**src/rtl/core/idec_pkg.sv**
```systemverilog
// ----------------------------------------------------------------------------
// idec_pkg
// Shared constants and codes for the input debounce / event detector.
// ----------------------------------------------------------------------------
package idec_pkg;

    // default width of the tick counter since the last raw change
    localparam int DURATION_BITS_DEF = 16;

    localparam int CFG_DATA_W  = 16;
    localparam int CFG_INDEX_W = 3;
    localparam int DUR_OUT_W   = 16;

    localparam logic [CFG_DATA_W-1:0] DEBOUNCE_RESET = 16'd100;

    // configuration register indexes
    localparam logic [CFG_INDEX_W-1:0] REG_DEBOUNCE      = 3'd0;
    localparam logic [CFG_INDEX_W-1:0] REG_CLUMP         = 3'd1;
    localparam logic [CFG_INDEX_W-1:0] REG_EVENT_ENABLE  = 3'd2;
    localparam logic [CFG_INDEX_W-1:0] REG_ACTIVE_HOLD   = 3'd3;
    localparam logic [CFG_INDEX_W-1:0] REG_INACTIVE_HOLD = 3'd4;
    localparam logic [CFG_INDEX_W-1:0] REG_ACTIVE_HIGH   = 3'd5;

    // event_enable bit positions
    localparam int EN_RAW_ACT   = 0;
    localparam int EN_RAW_INACT = 1;
    localparam int EN_DEB_ACT   = 2;
    localparam int EN_DEB_INACT = 3;

    // event codes (raw, debounced and hold events)
    localparam logic [1:0] EV_NONE     = 2'd0;
    localparam logic [1:0] EV_ACTIVE   = 2'd1;
    localparam logic [1:0] EV_INACTIVE = 2'd2;

    // button state codes
    localparam logic [1:0] BTN_NONE      = 2'd0;
    localparam logic [1:0] BTN_PUSHED    = 2'd1;
    localparam logic [1:0] BTN_HELD_LONG = 2'd2;

    // result beat layout in m_tdata
    localparam int OUT_DATA_W      = 32;
    localparam int OUT_RAW_STATE   = 0;
    localparam int OUT_DEB_STATE   = 1;
    localparam int OUT_RAW_EV_LO   = 2;
    localparam int OUT_DEB_EV_LO   = 4;
    localparam int OUT_HOLD_EV_LO  = 6;
    localparam int OUT_BUTTON_LO   = 8;
    localparam int OUT_DUR_LO      = 10;

endpackage

```
**src/rtl/core/input_debounce_event_detector.sv**
```systemverilog
// ----------------------------------------------------------------------------
// input_debounce_event_detector
// Per-tick pin debouncer with raw/debounced/hold events and button state.
// ----------------------------------------------------------------------------
//  channel  | direction | beat contents
//  ---------+-----------+-----------------------------------------------------
//  s_       | in        | one tick: pin level in s_tdata[0]
//  m_       | out       | one result per tick: states, events, duration
//  cfg_     | in        | register write: cfg_index selects, cfg_data value
//
//  Throughput: one tick per cycle unless m_tready stalls. Input register,
//  then result register; state update and all compares sit between them.
//  Reset: aresetn synchronous, active low; clears state and valids, loads config reset values.
//  Stalls: while a result waits on m_tready the input register still takes
//  one more beat; s_tready drops only when both registers are full.
//  cfg_ready is always high; write only while the block is idle.
// ----------------------------------------------------------------------------
module input_debounce_event_detector #(
    parameter int DURATION_BITS = idec_pkg::DURATION_BITS_DEF
) (
    input  logic                               aclk,
    input  logic                               aresetn,
    // s_tdata: [0] pin_level, [7:1] zero
    input  logic                               s_tvalid,
    output logic                               s_tready,
    input  logic [7:0]                         s_tdata,
    // m_tdata: [0] raw_state, [1] debounced_state, [3:2] raw_event,
    // [5:4] debounced_event, [7:6] hold_event, [9:8] button_state,
    // [25:10] since_change, [31:26] zero
    output logic                               m_tvalid,
    input  logic                               m_tready,
    output logic [idec_pkg::OUT_DATA_W-1:0]    m_tdata,
    input  logic                               cfg_valid,
    output logic                               cfg_ready,
    input  logic [idec_pkg::CFG_INDEX_W-1:0]   cfg_index,
    input  logic [idec_pkg::CFG_DATA_W-1:0]    cfg_data
);

    // compare width covers both the counter and the 16-bit registers
    localparam int CMP_W = (DURATION_BITS > idec_pkg::CFG_DATA_W) ?
                           DURATION_BITS : idec_pkg::CFG_DATA_W;
    localparam logic [DURATION_BITS-1:0] TICKS_MAX = {DURATION_BITS{1'b1}};
    localparam logic [CMP_W-1:0] DUR_SAT =
        CMP_W'({idec_pkg::DUR_OUT_W{1'b1}});

    // configuration
    logic [15:0] debounce_reg;
    logic [15:0] clump_reg;
    logic [3:0]  event_enable_reg;
    logic [15:0] active_hold_reg;
    logic [15:0] inactive_hold_reg;
    logic        active_high_reg;

    // detector state
    logic                     raw_level_reg,       raw_level_next;
    logic                     deb_level_reg,       deb_level_next;
    logic [DURATION_BITS-1:0] level_ticks_reg,     level_ticks_next;
    logic                     hold_reported_reg,   hold_reported_next;
    logic                     press_pending_reg,   press_pending_next;

    // pipeline
    logic                           in_valid_reg;
    logic                           in_pin_reg;
    logic                           out_valid_reg;
    logic [idec_pkg::OUT_DATA_W-1:0] out_data_reg, out_data_next;
    logic                           advance;

    // combinational per-tick results
    logic             level;
    logic [1:0]       raw_ev, deb_ev, hold_ev, button;
    logic [CMP_W-1:0] ticks_ext;
    logic [15:0]      duration;

    assign cfg_ready = 1'b1;
    assign advance   = in_valid_reg && (!out_valid_reg || m_tready);
    assign s_tready  = !in_valid_reg || advance;
    assign m_tvalid  = out_valid_reg;
    assign m_tdata   = out_data_reg;

    always_comb begin
        level              = in_pin_reg ^ ~active_high_reg;
        raw_level_next     = raw_level_reg;
        deb_level_next     = deb_level_reg;
        level_ticks_next   = level_ticks_reg;
        hold_reported_next = hold_reported_reg;
        press_pending_next = press_pending_reg;
        raw_ev             = idec_pkg::EV_NONE;
        deb_ev             = idec_pkg::EV_NONE;
        hold_ev            = idec_pkg::EV_NONE;
        button             = idec_pkg::BTN_NONE;
        ticks_ext          = '0;

        if (level != raw_level_reg) begin
            // change tick: restart the duration, skip debounce and hold checks
            level_ticks_next   = '0;
            hold_reported_next = 1'b0;
            raw_level_next     = level;
            if (level && event_enable_reg[idec_pkg::EN_RAW_ACT]) begin
                raw_ev = idec_pkg::EV_ACTIVE;
            end else if (!level && event_enable_reg[idec_pkg::EN_RAW_INACT]) begin
                raw_ev = idec_pkg::EV_INACTIVE;
            end
        end else begin
            if (level_ticks_reg != TICKS_MAX) begin
                level_ticks_next = level_ticks_reg + 1'b1;
            end
            ticks_ext = CMP_W'(level_ticks_next);
            if (ticks_ext >= CMP_W'(debounce_reg) && deb_level_reg != raw_level_reg) begin
                deb_level_next     = raw_level_reg;
                press_pending_next = 1'b1;
                if (raw_level_reg && event_enable_reg[idec_pkg::EN_DEB_ACT]) begin
                    deb_ev = idec_pkg::EV_ACTIVE;
                end else if (!raw_level_reg && event_enable_reg[idec_pkg::EN_DEB_INACT]) begin
                    deb_ev = idec_pkg::EV_INACTIVE;
                end
            end
            // one-shot per level period
            if (!hold_reported_reg) begin
                if (raw_level_reg && active_hold_reg != '0 &&
                    ticks_ext >= CMP_W'(active_hold_reg)) begin
                    hold_ev            = idec_pkg::EV_ACTIVE;
                    hold_reported_next = 1'b1;
                end else if (!raw_level_reg && inactive_hold_reg != '0 &&
                             ticks_ext >= CMP_W'(inactive_hold_reg)) begin
                    hold_ev            = idec_pkg::EV_INACTIVE;
                    hold_reported_next = 1'b1;
                end
            end
        end

        ticks_ext = CMP_W'(level_ticks_next);

        // pushed wins over held long
        if (press_pending_next && deb_level_next) begin
            button             = idec_pkg::BTN_PUSHED;
            press_pending_next = 1'b0;
        end else if (raw_level_next && ticks_ext >= CMP_W'(clump_reg)) begin
            button = idec_pkg::BTN_HELD_LONG;
        end

        if (ticks_ext > DUR_SAT) begin
            duration = 16'hFFFF;
        end else begin
            duration = ticks_ext[15:0];
        end

        out_data_next = '0;
        out_data_next[idec_pkg::OUT_RAW_STATE]       = raw_level_next;
        out_data_next[idec_pkg::OUT_DEB_STATE]       = deb_level_next;
        out_data_next[idec_pkg::OUT_RAW_EV_LO  +: 2] = raw_ev;
        out_data_next[idec_pkg::OUT_DEB_EV_LO  +: 2] = deb_ev;
        out_data_next[idec_pkg::OUT_HOLD_EV_LO +: 2] = hold_ev;
        out_data_next[idec_pkg::OUT_BUTTON_LO  +: 2] = button;
        out_data_next[idec_pkg::OUT_DUR_LO     +: idec_pkg::DUR_OUT_W] = duration;
    end

    // configuration registers
    always_ff @(posedge aclk) begin
        if (!aresetn) begin
            debounce_reg      <= idec_pkg::DEBOUNCE_RESET;
            clump_reg         <= '0;
            event_enable_reg  <= '0;
            active_hold_reg   <= '0;
            inactive_hold_reg <= '0;
            active_high_reg   <= 1'b1;
        end else if (cfg_valid) begin
            case (cfg_index)
                idec_pkg::REG_DEBOUNCE: begin
                    // zero debounce is refused
                    if (cfg_data != '0) begin
                        debounce_reg <= cfg_data;
                    end
                end
                idec_pkg::REG_CLUMP:         clump_reg         <= cfg_data;
                idec_pkg::REG_EVENT_ENABLE:  event_enable_reg  <= cfg_data[3:0];
                idec_pkg::REG_ACTIVE_HOLD:   active_hold_reg   <= cfg_data;
                idec_pkg::REG_INACTIVE_HOLD: inactive_hold_reg <= cfg_data;
                idec_pkg::REG_ACTIVE_HIGH:   active_high_reg   <= cfg_data[0];
                default: ;
            endcase
        end
    end

    // input register, detector state, result register
    always_ff @(posedge aclk) begin
        if (!aresetn) begin
            in_valid_reg      <= 1'b0;
            out_valid_reg     <= 1'b0;
            raw_level_reg     <= 1'b0;
            deb_level_reg     <= 1'b0;
            level_ticks_reg   <= '0;
            hold_reported_reg <= 1'b0;
            press_pending_reg <= 1'b0;
        end else begin
            if (s_tvalid && s_tready) begin
                in_valid_reg <= 1'b1;
                in_pin_reg   <= s_tdata[0];
            end else if (advance) begin
                in_valid_reg <= 1'b0;
            end

            if (advance) begin
                out_valid_reg     <= 1'b1;
                out_data_reg      <= out_data_next;
                raw_level_reg     <= raw_level_next;
                deb_level_reg     <= deb_level_next;
                level_ticks_reg   <= level_ticks_next;
                hold_reported_reg <= hold_reported_next;
                press_pending_reg <= press_pending_next;
            end else if (m_tready) begin
                out_valid_reg <= 1'b0;
            end
        end
    end

endmodule

```
**config.mk**
```make
export PLATFORM = sky130hd
export DESIGN_NAME = input_debounce_event_detector
export DESIGN_NICKNAME = d
export VERILOG_FILES = /design/src/rtl/core/idec_pkg.sv /design/src/rtl/core/input_debounce_event_detector.sv
export SDC_FILE = /design/constraint.sdc
export NUM_CORES = 1
export LEC_CHECK = 0
export BUFFER_PORTS_ARGS = -buffer_cell sky130_fd_sc_hd__buf_2
export CAP_MARGIN = 20
export CORE_MARGIN = 5
export CORE_UTILIZATION = 59
export CTS_CLUSTER_DIAMETER = 40
export DETAILED_ROUTE_END_ITERATION = 8
export PLACE_DENSITY = 0.91
export SYNTH_ARGS = -nofsm -noshare
export SYNTH_HDL_FRONTEND = slang
export SYNTH_SLANG_ARGS = --single-unit
```
**constraint.sdc**
```tcl
create_clock -name aclk -period 3.9 [get_ports aclk]
set_input_delay 0.78 -clock aclk [delete_from_list [all_inputs] [get_ports aclk]]
set_output_delay 0.78 -clock aclk [all_outputs]
set_load 0.01 [all_outputs]
```
# --- Word-level counts from Yosys, hierarchy flattened ---
# Cells that the tools add are included.
totals:
  reg_bits: 118
  in_bits: 32
  elab_cells: 103
classes:
  n_addsub: 1
  order_cmp: 5
  n_eq_ne: 8
  mux: 24
  bitwise: 4
  reduce_logical: 38
op_table:
  columns: ["cell", "n"]
  rows:
  - ["$ge A16 B16 Y1", 4]
  - ["$mux W16", 3]
  - ["$reduce_bool A16 Y1", 3]
  - ["$mux W1", 17]
  - ["$add A16 B1 Y16 const B", 1]
  - ["$gt A16 B16 Y1 const B", 1]
  - ["$ne A16 B16 Y1 const B", 1]
  - ["$reduce_and A2 Y1", 7]
  - ["$logic_and A1 B1 Y1", 13]
  - ["$mux W2", 4]
  - ["$eq A3 B2 Y1 const B", 2]
  - ["$eq A3 B3 Y1 const B", 2]
  - ["$reduce_or A2 Y1", 3]
  - ["$reduce_or A3 Y1", 2]
  - ["$logic_not A1 Y1", 4]
  - ["$reduce_bool A2 Y1", 2]
  - ["$eq A3 B1 Y1 const B", 1]
  - ["$logic_not A3 Y1", 1]
  - ["$not A1 Y1", 3]
  - ["$reduce_and A3 Y1", 1]
  - ["$logic_or A1 B1 Y1", 2]
  - ["$ne A1 B1 Y1", 2]
  - ["$xor A1 B1 Y1", 1]

# --- Depth between registers and ports, before layout ---
# Gate-level depths: netlist of run 1.
logic_depth:
  word_depth: 10
  mapped_depth: 14

# --- Worst setup path after synthesis of run 1 ---
# Ideal clock, no wire load.
synth_path:
  path_kind: "flip-flop to flip-flop"
  from: "reg level_ticks_reg[0]"
  to: "reg out_data_reg (netlist bit m_tdata[8]), data pin"
  arrival_ns: 3.079
  required_time_ns: 3.645
  slack_ns: 0.567
  path_stages_with_launch: 14
  path_buffers: 0
  synth_period_minus_slack_ns: 3.333
  cell_sequence: "dfxtp_1 -> ha_1 -> nand3_1 -> nor2_1 -> nand2_1 -> xor2_1 -> inv_1 -> ha_1 -> nand2b_1 -> a2111o_1 -> a311oi_1 -> a21o_1 -> mux2_2 -> and2_1"
synth_between:
  elab_chain_len: 8
synth_rtl:
  columns: ["item", "line", "source"]
  rows:
  - ["from (decl)", "input_debounce_event_detector.sv:57", "logic [DURATION_BITS-1:0] level_ticks_reg, level_ticks_next;"]
  - ["from (signal assigned)", "input_debounce_event_detector.sv:207", "level_ticks_reg <= level_ticks_next;"]
  - ["$add A16 B1 Y16 / $ne A16 B16 Y1 (equally long branches)", "input_debounce_event_detector.sv:105, input_debounce_event_detector.sv:104", null]
  - ["$mux W16 (*)", "input_debounce_event_detector.sv:104", "if (level_ticks_reg != TICKS_MAX) begin"]
  - ["$mux W16 (*)", "input_debounce_event_detector.sv:93", "if (level != raw_level_reg) begin"]
  - ["$ge A16 B16 Y1 (*)", "input_debounce_event_detector.sv:108", "if (ticks_ext >= CMP_W'(debounce_reg) && deb_level_reg != raw_level_reg) begin"]
  - ["$logic_and A1 B1 Y1 (*)", "input_debounce_event_detector.sv:108", null]
  - ["$mux W1 (*)", "input_debounce_event_detector.sv:108", null]
  - ["$mux W1 (*)", "input_debounce_event_detector.sv:93", null]
  - ["named net deb_level_next", "input_debounce_event_detector.sv:56", "logic deb_level_reg, deb_level_next;"]
  - ["$logic_and A1 B1 Y1 (*)", "input_debounce_event_detector.sv:134", "if (press_pending_next && deb_level_next) begin"]
  - ["to (signal assigned)", "input_debounce_event_detector.sv:204", "out_data_reg <= out_data_next;"]
  - ["to (decl)", "input_debounce_event_detector.sv:65", "logic [idec_pkg::OUT_DATA_W-1:0] out_data_reg, out_data_next;"]
# Mark *: on every way through the listed nets, which the timed path passes. The rest lies on a longest branch. The select of a mux whose other input is x is not followed.
# A chain may end at the register's enable or synchronous reset.

# --- Final worst setup path of run 1 ---
layout_path:
  from: "reg level_ticks_reg[4]"
  to: "reg out_data_reg (netlist bit m_tdata[8]), data pin"
# The elaborated chain is that of the path after synthesis.

==> results of run 1 <==
==> cell usage after synthesis, types with 2 or more instances <==
| cell | n | area (um2) |
|---|---|---|
| and3_1 | 7 | 43.8 |
| a2111o_1 | 3 | 33.8 |
| a21o_1 | 8 | 60.1 |
| nand2_1 | 137 | 514 |
| o21a_1 | 4 | 30.0 |
| nand3_1 | 22 | 110 |
| or2_2 | 3 | 18.8 |
| a211oi_1 | 4 | 30.0 |
| edfxtp_1 | 27 | 811 |
| clkbuf_1 | 23 | 86.3 |
| a41o_1 | 2 | 20.0 |
| o211ai_1 | 2 | 15.0 |
| nor3_2 | 2 | 20.0 |
| buf_1 | 2 | 7.51 |
| inv_1 | 73 | 274 |
| mux2i_1 | 20 | 200 |
| a41oi_1 | 2 | 17.5 |
| o21ai_0 | 14 | 70.1 |
| a221oi_1 | 2 | 17.5 |
| or3_1 | 6 | 37.5 |
| nor2_1 | 44 | 165 |
| nand4_1 | 13 | 81.3 |
| mux2_2 | 3 | 33.8 |
| conb_1 | 2 | 7.51 |
| nand2b_1 | 10 | 62.6 |
| a31oi_1 | 7 | 43.8 |
| buf_4 | 7 | 52.6 |
| nor3_1 | 9 | 45.0 |
| and2_1 | 16 | 100 |
| nor2b_1 | 4 | 25.0 |
| dfxtp_1 | 91 | 1820 |
| xnor2_1 | 9 | 78.8 |
| ha_1 | 67 | 838 |
| nor4_1 | 17 | 106 |
| xor2_1 | 3 | 26.3 |
| a21oi_1 | 84 | 420 |
==> layer usage <==
layer  track usage  vias up
li1              -     2769
met1         0.333     2765
met2         0.433      302
met3        0.0684       54
met4         0.112        0
met5             0        -
==> metrics by stage <==
stage                      util  power (mW)  setup WS, ns
final                     0.696        3.00         0.212
after global placement    0.641        1.54         0.326
after floorplan               -        1.46         0.567
after detailed placement  0.641        1.55         0.240
after global routing      0.696        3.11       0.00653
after CTS                 0.692        2.99         0.183
==> cell type report <==
| type | instances | area share |
|---|---|---|
| clock buffers | 17 | 0.0549 |
| clock inverters | 15 | 0.0188 |
| inverters | 73 | 0.0363 |
| multi-input cells | 548 | 0.464 |
| flip-flops and latches | 118 | 0.349 |
| well taps | 140 | 0.0232 |
| repair buffers | 71 | 0.0534 |
==> logic make-up after synthesis <==
| logic type | after synthesis |
|---|---|
| simple gates | 297 |
| xor+xnor | 12 |
| buf+inv | 106 |
| other cells | 2 |
| flops | 118 |
| compound gates | 142 |
| fa+ha+maj | 67 |
| mux | 23 |
==> path summary, 6_finish.rpt <==
check	from	end	slack (ns)	depth (start not counted)
worst max-delay path	level_ticks_reg[4]	m_tdata[8]	0.21	12
worst min-delay path	s_tdata[0]	in_pin_reg	0.44	1
worst max register to register	level_ticks_reg[4]	m_tdata[8]	0.21	12
worst min register to register	clump_reg[3]	clump_reg[3]	0.46	2
==> where the power goes <==
group	switching [mW]	internal (mW)
sequential	0.0151	1.28
combinational	0.161	0.0805
clock	0.611	0.857
==> critical path, delay by kind of cell, from the launching register on <==
kind,cells,cell delay [ns]
simple gates,5,0.93
flops,1,0.48
compound gates,3,0.91
mux,1,0.36
buf+inv,1,0.15
xor+xnor,1,0.31
fa+ha+maj,1,0.29
==> what timing repair did <==
| item | CTS | global route |
|---|---|---|
| hold buffers | 0 | 0 |
| gates resized for setup | 0 | 6 |
| setup endpoints to repair | 0 | 5 |
==> results.py, run 1 <==
metrics = {
    "drt": {
        "vias_per_cell": 6.00,
        "routedWlPerCell_um": 17.5,
        "detailroute.via_count": 5890,
        "drt_iter0_markers": 539,
        "drc": 0,
        "met2WireLength_um": 8160,
        "highest_layer": "met4",
        "wirelength_met1_um": 6660,
        "wl_met3_um": 1770,
        "drtAntennaViolNets": 0,
        "detailedRoute.firstPassIterationCount": 6,
        "routed_wirelength_um": 17200,
    },
    "finish": {
        "antenna-diode-count": 0,
        "n_fill_cell": 792,
        "area_growth_pct": 15.9,
        "layout_common_cells": "137 x nand2_1, 91 x dfxtp_1, 84 x a21oi_1",
        "stdcell_area_um2": 7540,
        "seqCellArea_um2": 2630,
        "number_of_nets_in_the_finished_design": 928,
        "drive_gt1_frac": 0.146,
        "layout.cells.most_common": "nand2_1",
        "multi_input_area_um2": 3500,
        "finish.cell_count_without_fillers": 982,
        "largest_register_ff_count": 26,
    },
    "clock_network": {
        "cts.htree.levels": 4,
        "clkTransAtPathRegs_ns": 0.06,
        "inserted_clock_buffers": 17,
        "setup_repair_bufs_after_cts": 0,
        "clkLatencyLatePin_ns": 0.52,
        "clock_tree.root_cell": "clkbuf_8",
        "ctsLongestPathBuffers": 2,
        "tritoncts": "yes",
        "number_of_clock_sinks_seen_by_cts": 118,
    },
    "timing": {
        "slew_headroom": 0.253,
        "tightestPinTransition_ns": 1.12,
        "setup-tns-final_ns": 0,
        "report.final.hold_viol_count": 0,
        "rsz_0062_raised_after_global_routing": "no",
        "final.min_clock_period_ns": 3.69,
        "fmax_mhz": 271,
        "layout_worst_path_cycle_share": 0.946,
        "whs_ns": 0.436,
        "setup_viol_count_final": 0,
        "finalClockSkew_ns": 0.00953,
        "maxSlewViolCount": 0,
    },
    "setup_path": {
        "crit_slowest_cell": "dfxtp_1",
        "worst_setup_path_start_kind": "flip-flop",
        "kind_of_capture_point_of_the_worst_setup_path": "flip-flop",
        "cpPeakStageDelay_ns": 0.48,
        "worstPathCellList": "nand4_4 -> nor3_2 -> nand2_1 -> xor2_1 -> inv_1 -> ha_1 -> nand2b_1 -> a2111o_1 -> a311oi_2 -> a21o_1 -> mux2_2 -> and2_1",
        "worstSetupPathType": "reg2reg",
        "cp_data_arrival_time_ns": 3.97,
        "worst-endpoint-required_ns": 4.18,
        "timing.critical_path.fanout_max": 7,
    },
    "floorplan": {
        "core_region_area_um2": 10800,
        "placement_rows": 38,
        "io_pins": 67,
        "start_util": 0.600,
        "fp.dieArea_um2": 13200,
        "dieHeight_um": 115,
        "die_width_um": 115,
    },
    "place": {
        "port_buffers": 52,
        "place_area_um2": 6940,
        "half_perimeter_wire_length_after_detailed_placement_um": 12200,
        "dp_cells": 949,
        "place.gp.congestion": 0.979,
    },
    "worst_hold_path": {
        "hold_path_class": "in2reg",
    },
    "yosys": {
        "synth-warning-count": 0,
        "post_synth_num_cell_types": 54,
        "xor_xnor_share_of_the_synthesized_area": 0.0162,
        "synth-async-reset-ratio": 0,
        "mapped_area_um2": 6500,
        "synth_fa_ha_area_frac": 0.129,
        "synth_mux_area_frac": 0.0360,
        "combinational_family_with_the_most_area_after_synthesis": "simple AND/OR/NAND/NOR gates",
        "synth_enable_flop_cells": 27,
        "syn_inst": 767,
        "synth-seq-cells": 118,
        "yosys.area_share.simple": 0.218,
        "ys_dominant_reg_cell": "dfxtp_1",
        "synth_compound_gate_area_share": 0.130,
        "synth_sequential_area_ratio": 0.405,
        "syn-mean-instance-area_um2": 8.48,
    },
    "power_and_ir_drop": {
        "worst_ir_drop_vdd_mv": 0.288,
        "cellPowerDensity_nw_per_um2": 398,
        "power.leakage_nw": 3.07,
    },
    "outcome": {
        "status": "completed",
    },
    "grt": {
        "grtUsageTotal": 0.265,
        "grt_max_degree": 59,
        "wire_length_of_the_first_global_routing_pass_um": 27200,
        "grt-ovfl-total": 0,
        "via_count_of_the_first_global_routing_pass": 5450,
        "antenna_found_initial": 0,
    },
    "run": {
        "maxCapViolations": 0,
    },
}
(Power assumes the default switching activity.)
==> run 2: changes to the inputs <==
Settings changed: RECOVER_POWER set to 50.
==> run 2 against run 1 <==
Net effect:
- combinational power shrank 2%
- maximum frequency about the same
- die area did not move
- the run now ends with max-capacitance violations, max-slew violations left
- core utilization shrank 0.39 points
- critical path depth increased by 1
- sequential power barely moved
- global-route usage is the same
- non-clock buffer count stayed put
- setup slack worse by 0.00054 ns
- largest cell class unchanged
- routed wire length barely moved
==> results.py, run 2 (same netlist as run 1, synthesis figures left out) <==
metrics = {
    "outcome": {
        "status": "finished, violations left",
        "violations": "max-capacitance violations, max-slew violations",
    },
    "drt": {
        "drc": 0,
        "detailroute.via_count": 5811,
        "drtAntennaViolNets": 0,
        "routedWlPerCell_um": 17.5,
        "detailedRoute.firstPassIterationCount": 5,
        "vias_per_cell": 5.92,
        "routed_wirelength_um": 17200,
        "drt_iter0_markers": 495,
    },
    "setup_path": {
        "kind_of_capture_point_of_the_worst_setup_path": "flip-flop",
        "r2r_slack_ns": 0.21,
        "crit_slowest_cell": "dfxtp_1",
        "cpPeakStageDelay_ns": 0.47,
        "worst-endpoint-required_ns": 4.18,
        "worst_path_top_cell_family_by_delay": "simple AND/OR/NAND/NOR gates",
        "worst_r2r_startpoint": "level_ticks_reg[4]",
        "worst_path_bufs_invs": 2,
        "timing.critical_path.fanout_max": 7,
        "worstPathCellList": "nand4_4 -> or3_1 -> nor3_2 -> nand3b_1 -> o21a_1 -> ha_1 -> nand4_1 -> inv_1 -> a221oi_1 -> buf_4 -> a21o_1 -> mux2_2 -> and2_1",
        "cp_data_arrival_time_ns": 3.97,
        "worstSetupPathType": "reg2reg",
        "r2r-end": "m_tdata[8]",
        "worst_setup_path_start_kind": "flip-flop",
        "worst_r2r_path_depth": 13,
    },
    "floorplan": {
        "placement_rows": 38,
        "die_width_um": 115,
        "io_pins": 67,
        "dieHeight_um": 115,
        "fp.dieArea_um2": 13200,
        "core_region_area_um2": 10800,
        "start_util": 0.600,
    },
    "clock_network": {
        "tritoncts": "yes",
        "inserted_clock_buffers": 17,
        "clkLatencyLatePin_ns": 0.52,
        "cts.hold.buffers_added": 0,
        "cts.htree.levels": 4,
        "post_cts_resized": 0,
        "ctsLongestPathBuffers": 2,
        "clock_tree.root_cell": "clkbuf_8",
        "clkTransAtPathRegs_ns": 0.06,
        "number_of_clock_sinks_seen_by_cts": 118,
        "setup_repair_bufs_after_cts": 0,
    },
    "place": {
        "port_buffers": 52,
        "place.gp.congestion": 0.979,
        "dp_cells": 949,
        "half_perimeter_wire_length_after_detailed_placement_um": 12200,
    },
    "timing": {
        "maxSlewViolCount": 59,
        "tightestPinTransition_ns": 1.86,
        "finalClockSkew_ns": 0.00966,
        "slew_headroom": -0.240,
        "setup-tns-final_ns": 0,
        "rsz_0062_raised_after_global_routing": "no",
        "fmax_mhz": 271,
        "report.final.hold_viol_count": 0,
        "layout_worst_path_cycle_share": 0.946,
        "setup_viol_count_final": 0,
        "final.min_clock_period_ns": 3.69,
    },
    "grt": {
        "antenna_found_initial": 0,
        "grt_max_degree": 59,
        "via_count_of_the_first_global_routing_pass": 5450,
        "grt-ovfl-total": 0,
        "grtUsageTotal": 0.265,
        "wire_length_of_the_first_global_routing_pass_um": 27200,
    },
    "power_and_ir_drop": {
        "power.leakage_nw": 3.00,
        "worst_ir_drop_vdd_mv": 0.289,
        "cellPowerDensity_nw_per_um2": 400,
        "design_power_total_mw": 3.00,
    },
    "finish": {
        "seqCellArea_um2": 2630,
        "drive_gt1_frac": 0.109,
        "multi_input_area_um2": 3500,
        "finish.cell_count_without_fillers": 982,
        "number_of_nets_in_the_finished_design": 928,
        "antenna-diode-count": 0,
        "area_growth_pct": 15.3,
        "layout_common_cells": "137 x nand2_1, 91 x dfxtp_1, 84 x a21oi_1",
        "n_fill_cell": 812,
        "largest_register_ff_count": 26,
        "layout.cells.most_common": "nand2_1",
    },
    "worst_hold_path": {
        "min_path_cells": 1,
        "hold_path_class": "in2reg",
        "min_to": "in_pin_reg",
        "min-delay-start": "s_tdata[0]",
    },
    "run": {
        "maxCapViolations": 1,
    },
}
==> run 2: changes by cell type in the layout (fill, tap and decap cells not counted), sizes merged <==
cell | previous run | this run
buf | 71 | 40
clkbuf | 17 | 48
==> run 2: through the flow <==
stage	hold WS [ns]	util	setup slack, ns	area, um2
after global routing	0.408	0.692	0.00653	7500
final	0.434	0.692	0.212	7500
after global placement	0.443	0.641	0.326	6940
after detailed placement	0.447	0.641	0.240	6940
after CTS	0.419	0.692	0.183	7500
after floorplan	0.433	-	0.567	6520
==> run 2: cell type report <==
cell class              count  share of cell area
repair buffers             71              0.0481
well taps                 140              0.0234
clock inverters            15              0.0189
inverters                  73              0.0365
clock buffers              17              0.0552
flip-flops and latches    118               0.351
multi-input cells         548               0.467
==> run 2: worst max path at each step <==
stage | startpoint | cells after the start | slack [ns] | end
after floorplan | level_ticks_reg[0] | 13 | 0.57 | m_tdata[8]
after global placement | level_ticks_reg[4] | 12 | 0.33 | m_tdata[8]
after detailed placement | level_ticks_reg[1] | 13 | 0.24 | m_tdata[8]
after CTS | level_ticks_reg[1] | 13 | 0.18 | m_tdata[8]
after global routing | level_ticks_reg[4] | 13 | 0.007 | m_tdata[8]
final | level_ticks_reg[4] | 13 | 0.21 | m_tdata[8]
==> run 2: layer usage <==
metal | global-route usage | share of wire | vias up
li1 | - | - | 2773
met1 | 0.333 | 0.39 | 2709
met2 | 0.433 | 0.48 | 282
met3 | 0.0684 | 0.10 | 47
met4 | 0.112 | 0.033 | 0
met5 | 0 | 0 | -
==> run 2: power breakdown <==
part | switching, mW | total, mW | internal [mW]
sequential | 0.0154 | 1.29 | 1.28
combinational | 0.160 | 0.237 | 0.0773
clock | 0.614 | 1.47 | 0.857
==> run 3: changes to the inputs <==
Settings changed: CORE_UTILIZATION 59 to 60, CTS_BUF_LIST set to sky130_fd_sc_hd__clkbuf_4 sky130_fd_sc_hd__clkbuf_8, MAX_ROUTING_LAYER set to met4, PLACE_DENSITY 0.91 to 0.92.
==> run 3 against run 2 <==
Net effect:
- the flow still finishes with violations (max-capacitance violations, max-slew violations)
- count of clock-buffer cells in the layout did not move
- combinational power barely moved
- sequential share of layout area rose by 0.68 points
- setup slack got worse by 0.077 ns
- critical path depth did not move
- maximum frequency fell by 2.1%
- final cell count fell by 0.10%
- via count fell by 1.1%
- die area fell by 1.5%
- non-clock buffer count fell by 1
- first-iteration DRC count fell by 9.1%
- critical endpoint unchanged
- largest power group is now registers
==> results.py, run 3 (same netlist as run 1, synthesis figures left out) <==
metrics = {
    "power_and_ir_drop": {
        "total_switching_power_mw": 0.740,
        "pwr-share-comb": 0.087,
        "cellPowerDensity_nw_per_um2": 372,
        "power.share.switching": 0.270,
        "cell_internal_pwr_mw": 2.00,
        "clockPowerShare": 0.442,
        "power.leakage_nw": 2.94,
        "sequentialPowerShare": 0.471,
        "worst_ir_drop_vdd_mv": 0.211,
    },
    "clock_network": {
        "ctsLongestPathBuffers": 2,
        "tritoncts": "yes",
        "cts.htree.levels": 4,
        "inserted_clock_buffers": 17,
        "clkLatencyLatePin_ns": 0.45,
        "setup_repair_bufs_after_cts": 0,
        "clkTransAtPathRegs_ns": 0.08,
        "clock_tree.root_cell": "clkbuf_8",
        "number_of_clock_sinks_seen_by_cts": 118,
    },
    "place": {
        "dp_cells": 948,
        "place.gp.congestion": 0.952,
        "half_perimeter_wire_length_after_detailed_placement_um": 12100,
        "port_buffers": 52,
    },
    "grt": {
        "wire_length_of_the_first_global_routing_pass_um": 27300,
        "met1_usage": 0.342,
        "grt_use_met3": 0.0534,
        "grt_max_degree": 84,
        "globalRoute.busiestLayer": "met2",
        "met2_grt_util": 0.440,
        "grt-ovfl-total": 0,
        "antenna_found_initial": 0,
        "grtUsageTotal": 0.276,
        "via_count_of_the_first_global_routing_pass": 5441,
    },
    "timing": {
        "tightestPinTransition_ns": 1.72,
        "whs_ns": 0.464,
        "finalClockSkew_ns": 0.0127,
        "final.min_clock_period_ns": 3.77,
        "maxSlewViolCount": 84,
        "slew_headroom": -0.145,
        "report.final.hold_viol_count": 0,
        "fmax_mhz": 266,
        "layout_worst_path_cycle_share": 0.966,
        "setup_viol_count_final": 0,
    },
    "setup_path": {
        "timing.critical_path.fanout_max": 7,
        "worst_setup_path_start_kind": "flip-flop",
        "worstSetupPathType": "reg2reg",
        "r2r_slack_ns": 0.13,
        "worst-endpoint-required_ns": 4.10,
        "kind_of_capture_point_of_the_worst_setup_path": "flip-flop",
        "cp_data_arrival_time_ns": 3.97,
    },
    "drt": {
        "routed_wirelength_um": 17100,
        "drtAntennaViolNets": 0,
        "routedWlPerCell_um": 17.4,
        "detailroute.via_count": 5747,
        "detailedRoute.firstPassIterationCount": 6,
        "vias_per_cell": 5.86,
        "drc": 0,
        "drt_iter0_markers": 450,
    },
    "floorplan": {
        "placement_rows": 38,
        "io_pins": 67,
        "core_region_area_um2": 10700,
        "fp.dieArea_um2": 13000,
        "die_width_um": 114,
        "start_util": 0.605,
        "dieHeight_um": 114,
    },
    "finish": {
        "drive_gt1_frac": 0.109,
        "number_of_nets_in_the_finished_design": 927,
        "multi_input_area_um2": 3500,
        "finish.cell_count_without_fillers": 981,
        "area_growth_pct": 13.2,
        "final_core_utilization": 0.685,
        "largest_register_ff_count": 26,
        "antenna-diode-count": 0,
        "layout.cells.most_common": "nand2_1",
        "layout_common_cells": "137 x nand2_1, 89 x dfxtp_1, 84 x a21oi_1",
        "n_fill_cell": 856,
        "seqCellArea_um2": 2640,
    },
    "outcome": {
        "violations": "max-capacitance violations, max-slew violations",
        "status": "finished, violations left",
    },
    "worst_hold_path": {
        "hold_path_class": "reg2reg",
    },
    "run": {
        "maxCapViolations": 1,
    },
}
-- run 3: repair_timing --
| action | CTS | global route |
|---|---|---|
| gates resized for setup | 0 | 8 |
| hold buffers | 0 | 0 |
| setup endpoints to repair | 0 | 4 |
-- run 3: critical path, cell delays in order (launching register included) --
cell	delay, ns
dfxtp_1	0.46
nand4_4	0.21
or3_1	0.44
nor2_1	0.16
nand3_1	0.10
o21ai_0	0.24
inv_1	0.22
ha_1	0.34
nand4_1	0.19
nor4_2	0.07
a311oi_1	0.37
a21o_1	0.22
mux2_2	0.36
and2_1	0.14
-- run 3: area by class of cell --
| cell class | count | share of cell area |
|---|---|---|
| multi-input combinational | 548 | 0.475 |
| sequential | 118 | 0.358 |
| timing repair buffer | 70 | 0.0481 |
| inverter | 73 | 0.0372 |
| clock buffer | 17 | 0.0318 |
| clock inverter | 15 | 0.0262 |
| tap | 140 | 0.0238 |
-- run 3: power groups by stage --
stage	clock [mW]	sequential [mW]	combinational (mW)
global placement	0	1.32	0.223
CTS	1.21	1.29	0.234
detailed placement	0	1.32	0.230
finish	1.21	1.29	0.238
floorplan	0	1.32	0.140
global route	1.28	1.29	0.258
-- run 3: path summary, 6_finish.rpt --
| path | start | depth (start not counted) | endpoint |
|---|---|---|---|
| setup / recovery | level_ticks_reg[6] | 13 | m_tdata[8] |
| hold / removal | clump_reg[9] | 2 | clump_reg[9] |
| setup reg to reg | level_ticks_reg[6] | 13 | m_tdata[8] |
| hold reg to reg | clump_reg[9] | 2 | clump_reg[9] |
-- run 3: per-layer routing --
metal | vias up | wire length (um)
met5 | - | 0
met4 | 0 | 576
met3 | 53 | 1650
met2 | 284 | 7950
met1 | 2640 | 6930
li1 | 2770 | -
-- run 3: stage by stage --
stage	TNS [ns]	total power, mW	instance area [um2]	setup slack, ns
global route	-0.0154	2.83	7360	-0.0154
floorplan	0	1.46	6520	0.567
global placement	0	1.54	6920	0.262
finish	0	2.74	7360	0.134
detailed placement	0	1.55	6950	0.162
CTS	0	2.74	7370	0.0805
